**src/hta_pkg.sv**
```systemverilog
// Package for the handle table allocator: command and status codes and the
// item type that passes from the front end to the back end. No dependencies.
`default_nettype none
package hta_pkg;
  localparam logic [2:0] CMD_ALLOC  = 3'd0;
  localparam logic [2:0] CMD_FREE   = 3'd1;
  localparam logic [2:0] CMD_RESIZE = 3'd2;
  localparam logic [2:0] CMD_QUERY  = 3'd3;
  localparam logic [2:0] CMD_LOCK   = 3'd4;
  localparam logic [2:0] CMD_UNLOCK = 3'd5;
  localparam logic [2:0] CMD_ACCESS = 3'd6;
  localparam logic [2:0] CMD_UNUSED = 3'd7;

  localparam logic [2:0] ST_OK         = 3'd0;
  localparam logic [2:0] ST_FULL       = 3'd1;
  localparam logic [2:0] ST_INVALID    = 3'd2;
  localparam logic [2:0] ST_LOCKED     = 3'd3;
  localparam logic [2:0] ST_NOT_LOCKED = 3'd4;
  localparam logic [2:0] ST_LOCK_OVF   = 3'd5;

  typedef struct packed {
    logic [2:0]  cmd;
    logic [7:0]  slot;
    logic [31:0] tag;
    logic [31:0] amount;
  } hta_item_t;
endpackage
`default_nettype wire

```
**src/hta_fifo.sv**
```systemverilog
// Two-entry queue of decoded items between front end and back end.
// Depends on hta_pkg.
`default_nettype none
module hta_fifo
  import hta_pkg::*;
(
  input  wire logic      clk,
  input  wire logic      rst_n,
  input  wire logic      wr_valid,
  output logic           wr_ready,
  input  hta_item_t      wr_item,
  output logic           rd_valid,
  input  wire logic      rd_ready,
  output hta_item_t      rd_item
);
  hta_item_t  buf_r [2];
  logic       wp_r, rp_r;
  logic [1:0] cnt_r;

  assign wr_ready = (cnt_r != 2'd2);
  assign rd_valid = (cnt_r != 2'd0);
  assign rd_item  = buf_r[rp_r];

  always_ff @(posedge clk) begin
    if (wr_valid && wr_ready) begin
      buf_r[wp_r] <= wr_item;
    end
  end

  always_ff @(posedge clk) begin
    if (!rst_n) begin
      wp_r <= 1'b0;
      rp_r <= 1'b0;
      cnt_r <= 2'd0;
    end else begin
      if (wr_valid && wr_ready) begin
        wp_r <= ~wp_r;
      end
      if (rd_valid && rd_ready) begin
        rp_r <= ~rp_r;
      end
      cnt_r <= cnt_r + {1'b0, wr_valid && wr_ready} - {1'b0, rd_valid && rd_ready};
    end
  end
endmodule
`default_nettype wire

```
**config.mk**
```make
export PLATFORM = sky130hd
export DESIGN_NAME = hta_fifo
export DESIGN_NICKNAME = d
export VERILOG_FILES = /design/src/hta_pkg.sv /design/src/hta_fifo.sv
export SDC_FILE = /design/constraint.sdc
export NUM_CORES = 1
export LEC_CHECK = 0
export BUFFER_PORTS_ARGS = -buffer_cell sky130_fd_sc_hd__clkbuf_2
export CAP_MARGIN = 20
export CORE_UTILIZATION = 40
export CTS_CLUSTER_SIZE = 8
export DETAILED_ROUTE_END_ITERATION = 12
export HOLD_SLACK_MARGIN = 0.08
export PLACE_DENSITY = 0.64
export SLEW_MARGIN = 20
export SYNTH_ARGS = -nofsm -noshare
export SYNTH_HDL_FRONTEND = slang
export SYNTH_SLANG_ARGS = --single-unit
```
**constraint.sdc**
```tcl
create_clock -name clk -period 4.2 [get_ports clk]
set_clock_uncertainty 0.2 [all_clocks]
set_input_delay 0.42 -clock clk [delete_from_list [all_inputs] [get_ports clk]]
set_output_delay 0.42 -clock clk [all_outputs]
set_load 0.02 [all_outputs]
```
==> impl_metrics.env, run 1 <==
export IMPL_status="finished, final reports clean"
export IMPL_yosys_top_cells_area="edfxtp_1 77%, mux2_4 13%, mux2_2 4.8%, dfxtp_1 1.7%, buf_6 1.2%"
export IMPL_fmax_mhz=356
export IMPL_numPortBuffers=155
export IMPL_die_y_microns=123
export IMPL_clkSinkCount=155
export IMPL_yosys_top_cells_count="150 x edfxtp_1, 50 x mux2_4, 25 x mux2_2"
export IMPL_route_detailed_drc=0
export IMPL_track_usage_pct=14.2
export IMPL_startpoint_type="flop"
export IMPL_cap_violations=0
export IMPL_place_hpwl_microns=6270
export IMPL_cts_setup_buffers=0
export IMPL_synth_nets=338
export IMPL_antenna_found_initial=0
export IMPL_numCtsBuffers=17
export IMPL_ys_seq_area_share_pct=78.7
export IMPL_p_leak_nw=3.21
export IMPL_synthArstFlopShare_pct=0
export IMPL_synth_top_cell_by_area="edfxtp_1"
export IMPL_cts_root_buf="clkbuf_16"
export IMPL_crit_path_end_kind="primary output"
export IMPL_grt_pass1_vias=3276
export IMPL_peakVddDrop_v=0.000333
export IMPL_cp_top_family="flip-flops"
export IMPL_slew_headroom_pct=46.2
export IMPL_globalRoute_totalOverflow=0
export IMPL_critPathMaxStageDelay_ns=0.79
export IMPL_worst_path_max_fanout=42
export IMPL_syn_to_final_growth_pct=39.3
export IMPL_grt_pass1_wl_microns=15600
export IMPL_critPathArrivalTime_ns=2.19
export IMPL_coreArea_sq_um=14100
export IMPL_drive_above_1_share_pct=50.8
export IMPL_n_antenna_cell=0
export IMPL_synthCells=257
export IMPL_required_ns=3.58
export IMPL_worstSetupPathType="flop to primary output"
export IMPL_grt_max_degree=76
export IMPL_clkSlewWorstSetupHoldPaths_ns=0.06
export IMPL_fp_dieW_microns=123
export IMPL_tightest_slew_ns=0.805
export IMPL_rows=43
export IMPL_drt_iter0_drc=127
export IMPL_cts_htree_levels=4
export IMPL_postRouteAntennaNets=0
export IMPL_ys_seq_elements=155
export IMPL_firstDrtPassIters=4
export IMPL_yosysWarnings=0
export IMPL_finalHoldViolations=0
export IMPL_wl_microns=10400
export IMPL_ys_types=18
export IMPL_synth_main_ff_cell="edfxtp_1"
export IMPL_yosysMostFrequentCell="edfxtp_1"
export IMPL_netlist_area_sq_um=5850
export IMPL_clock_latency_ns=0.41
export IMPL_fin_util_pct=57.8
export IMPL_tritoncts="yes"
export IMPL_path_cells="buf_4, mux2_4, clkbuf_2"
export IMPL_io_pins=156
export IMPL_setup_viol=0
export IMPL_fin_setup_tns_ns=0
export IMPL_hold_path_class="input port to flop"
export IMPL_synth_top_area_share_pct=77.0
export IMPL_grt_setup_unrepaired="no"
export IMPL_final_period_utilization_pct=66.8
export IMPL_vias_per_cell=4.60
export IMPL_synth_edf_count=150
export IMPL_gp_congestion=0.684
export IMPL_p_per_area_nw_per_um2=578
export IMPL_num_vias=3189
export IMPL_nNetsFinal=584
export IMPL_p_total_mw=4.71
export IMPL_avgSynthCellArea_sq_um=22.8
export IMPL_fin_crit_ns=2.81
export IMPL_crit_buf_inv=2
export IMPL_wl_per_cell_microns=15.0
export IMPL_dieArea_sq_um=15100
export IMPL_maxSlewViolCount=0
export IMPL_cp_slowest_cell="dfxtp_4"
export IMPL_clk_path_buf_depth=2
export IMPL_start_util_pct=41.5
-- metal layers --
layer / vias to the layer above / global-route usage, % / wire length, microns
met5: - / 0 / 0
met4: 0 / 7.09 / 174
met3: 14 / 4.47 / 582
met2: 112 / 24.8 / 5380
met1: 1557 / 15.6 / 4280
li1: 1506 / - / -
-- flip-flops by register name, indices dropped and copies added, names as in the netlist, named ones only --
signal	cells
cnt_r	2
wp_r	1
buf_r	150
rp_r	1
-- cells by family (layout without fill, tap and decap cells) --
logic type	after synthesis	count (layout)	share of synthesized area (%)
simple gates	11	11	1.05
fa+ha+maj	2	2	0.428
compound gates	1	1	0.128
xor+xnor	3	3	0.449
buf+inv	9	266	1.39
flops	155	155	78.7
mux	76	76	17.8
-- path summary, 6_finish.rpt --
kind                            slack, ns  depth (start not counted)  startpoint           end
worst min-delay path                 0.21                          3    wr_valid          wp_r
worst max register to register       1.92                          4    cnt_r[0]  buf_r[0][47]
worst max-delay path                 1.39                          3        flop   rd_item[65]
worst min register to register       0.34                          2        wp_r          wp_r
-- what timing repair did --
| action | in CTS | in global routing |
|---|---|---|
| endpoints found under the hold margin | 151 | 0 |
| hold buffers | 76 | 0 |
| resized for setup | 0 | 0 |
-- layout by cell type, fill, tap and decap left out, drive strengths merged --
cell type,synthesis,final
dfxtp,5,5
and3,1,1
or2,1,1
clkinv,0,8
xnor2,3,3
nor2,1,1
dlygate4sd3,0,76
mux2,75,75
mux2i,1,1
ha,2,2
nand2b,2,2
and2,2,2
o21a,1,1
nand2,2,2
clkbuf,0,173
edfxtp,150,150
inv,1,1
clkinvlp,0,2
nor2b,2,2
bufinv,0,2
buf,8,4
-- per-stage QoR --
step	instances	cell area [sq um]	worst slack (ns)	hold WS (ns)
after floorplan	257	5850	0.860	0.266
after global placement	587	6820	1.81	0.308
after detailed placement	587	6820	1.80	0.325
after CTS	693	8120	1.35	0.196
after global routing	694	8150	1.29	0.220
final	694	8150	1.39	0.212
-- worst min-delay path, delay by kind of cell --
family | cells | cell delay [ns]
buffers and inverters | 1 | 0.10
multiplexers | 1 | 0.09
AND/OR/NAND/NOR | 1 | 0.16
-- power breakdown --
part	leakage [nW]	total, mW	internal, mW	switching [mW]
Sequential	1.44	2.06	1.94	0.116
Clock	0.256	1.39	0.851	0.539
Combinational	1.51	1.26	0.590	0.668
Total	3.21	4.71	3.39	1.32
-- area by class of cell --
type | count | area (sq um)
Fill cell | 1124 | 5950
Sequential cell | 155 | 4610
Timing Repair Buffer | 235 | 1600
Multi-Input combinational cell | 93 | 1170
Clock buffer | 18 | 429
Tap cell | 180 | 225
Clock inverter | 12 | 108
Inverter | 1 | 3.75
No activity file was read; power rests on OpenSTA's default activity.
==> run 2: changes to the inputs <==
==> constraint.sdc (replaced) <==
create_clock -name clk -period 2.55 [get_ports clk]
set_clock_uncertainty 0.2 [all_clocks]
set_input_delay 0.255 -clock clk [delete_from_list [all_inputs] [get_ports clk]]
set_output_delay 0.255 -clock clk [all_outputs]
set_load 0.02 [all_outputs]
==> impl_metrics.env, run 2 (same netlist as run 1, synthesis figures left out) <==
export IMPL_p_switching_mw=2.22
export IMPL_start_util_pct=41.5
export IMPL_rows=43
export IMPL_seqPwrFrac_pct=41.2
export IMPL_min_path_cells=4
export IMPL_antenna_found_initial=0
export IMPL_clk_path_buf_depth=2
export IMPL_tightest_slew_ns=0.540
export IMPL_critPathMaxStageDelay_ns=0.60
export IMPL_hold_start="rd_ready"
export IMPL_worst_path_max_fanout=29
export IMPL_status="finished, final reports clean"
export IMPL_finalHoldViolations=0
export IMPL_cp_slowest_cell="dfxtp_4"
export IMPL_critPathArrivalTime_ns=1.85
export IMPL_final_period_utilization_pct=90.2
export IMPL_globalRoute_totalOverflow=0
export IMPL_multiInputGateArea_sq_um=1170
export IMPL_clkPwrFrac_pct=32.6
export IMPL_whs_endpoint="rp_r"
export IMPL_num_vias=3155
export IMPL_p_int_mw=5.92
export IMPL_coreArea_sq_um=14100
export IMPL_fmax_mhz=435
export IMPL_cts_setup_buffers=0
export IMPL_drive_above_1_share_pct=51.6
export IMPL_syn_to_final_growth_pct=41.2
export IMPL_grt_pass1_wl_microns=15800
export IMPL_track_usage_pct=14.5
export IMPL_worst_r2r_cell_count=8
export IMPL_grt_pass1_vias=3374
export IMPL_postRouteAntennaNets=0
export IMPL_wl_per_cell_microns=14.9
export IMPL_swShare_pct=27.3
export IMPL_largest_register="buf_r"
export IMPL_worstSetupPathType="flop to primary output"
export IMPL_clkSlewWorstSetupHoldPaths_ns=0.06
export IMPL_p_total_mw=8.14
export IMPL_die_y_microns=123
export IMPL_register_area_sq_um=4610
export IMPL_nNetsFinal=587
export IMPL_numPortBuffers=155
export IMPL_startpoint_type="flop"
export IMPL_vias_per_cell=4.51
export IMPL_fp_dieW_microns=123
export IMPL_clkSinkCount=155
export IMPL_crit_path_end_kind="primary output"
export IMPL_final_common_cell="clkbuf_2"
export IMPL_slew_headroom_pct=64.0
export IMPL_drt_iter0_drc=174
export IMPL_hold_path_class="input port to flop"
export IMPL_cts_root_buf="clkbuf_16"
export IMPL_fin_setup_tns_ns=0
export IMPL_peakVddDrop_v=0.000542
export IMPL_grt_setup_unrepaired="no"
export IMPL_route_detailed_drc=0
export IMPL_p_comb_share_pct=26.3
export IMPL_p_per_area_nw_per_um2=985
export IMPL_rrSetupSlack_ns=0.56
export IMPL_numCtsBuffers=17
export IMPL_dieArea_sq_um=15100
export IMPL_reg_top3="buf_r: 150 flops, cnt_r: 2 flops"
export IMPL_gp_congestion=0.670
export IMPL_p_leak_nw=3.26
export IMPL_cts_htree_levels=4
export IMPL_n_antenna_cell=0
export IMPL_tritoncts="yes"
export IMPL_layout_common_cells="155 x clkbuf_2, 150 x edfxtp_1, 77 x dlygate4sd3_1, 50 x mux2_4, 25 x mux2_2"
export IMPL_r2r_start="cnt_r[0]"
export IMPL_clock_latency_ns=0.40
export IMPL_wl_microns=10400
export IMPL_fillCellCount=1092
export IMPL_io_pins=156
export IMPL_path_cells="buf_12, mux2_2, clkbuf_2"
export IMPL_largest_reg_flops=150
export IMPL_fin_crit_ns=2.30
export IMPL_cap_violations=0
export IMPL_grt_max_degree=41
export IMPL_r2r_end="cnt_r[1]"
export IMPL_maxSlewViolCount=0
export IMPL_place_hpwl_microns=6550
export IMPL_required_ns=2.10
export IMPL_setup_viol=0
export IMPL_firstDrtPassIters=4
-- run 2: changes by cell type in the layout (fill, tap and decap cells not counted), sizes merged --
cell / delta
clkbuf: +1
buf: +2
clkinvlp: +1
dlygate4sd3: +1
clkinv: -3
bufinv: +3
-- run 2: timing repair --
| action | 4_1_cts | 5_1_grt |
|---|---|---|
| resized for setup | 0 | 0 |
| hold buffers | 77 | 0 |
| hold endpoints to repair | 155 | 0 |
-- run 2: worst max path at each step --
stage | startpoint | end | slack (ns) | cells past startpoint
floorplan | cnt_r[0] | buf_r[0][0] | 0.03 | 3
global placement | cnt_r[0] | cnt_r[1] | 0.62 | 8
detailed placement | cnt_r[0] | cnt_r[1] | 0.57 | 8
CTS | flop | rd_item[17] | 0.21 | 3
global route | flop | rd_item[12] | 0.17 | 3
finish | flop | rd_item[17] | 0.25 | 3
-- run 2: worst max-delay path: cells and delay by family, from the launching register on --
kind	cells	cell delay, ns
flops	1	0.60
buf+inv	2	0.43
mux	1	0.38
-- run 2: power by group through the flow --
stage / registers (mW) / clock network (mW) / logic (mW)
floorplan: 3.32 / 0 / 1.55
global placement: 3.39 / 0 / 2.06
detailed placement: 3.41 / 0 / 2.08
CTS: 3.36 / 2.72 / 2.18
global route: 3.39 / 2.81 / 2.30
finish: 3.35 / 2.65 / 2.14
-- run 2: area by class of cell --
cell class / instances / share of cell area (%)
repair buffers: 238 / 19.6
clock inverters: 13 / 2.41
clock buffers: 19 / 5.24
inverters: 1 / 0.0454
flip-flops and latches: 155 / 55.8
well taps: 180 / 2.73
multi-input cells: 93 / 14.2
-- run 2: layer usage --
layer  track usage, %  part of all wire, %
met5                0                    0
met4             6.86                  1.3
met3             4.38                  4.6
met2             25.5                   52
met1             15.9                   42
-- run 2: per-stage QoR --
stage | util, % | setup slack (ns) | std cells | hold WS [ns] | instance area, sq um
after floorplan | - | 0.0325 | 257 | 0.154 | 5860
after global placement | 48.7 | 0.621 | 590 | 0.244 | 6860
after detailed placement | 48.7 | 0.565 | 590 | 0.247 | 6860
after CTS | 58.6 | 0.209 | 699 | 0.118 | 8260
after global routing | 58.6 | 0.173 | 699 | 0.154 | 8260
final | 58.6 | 0.249 | 699 | 0.127 | 8260
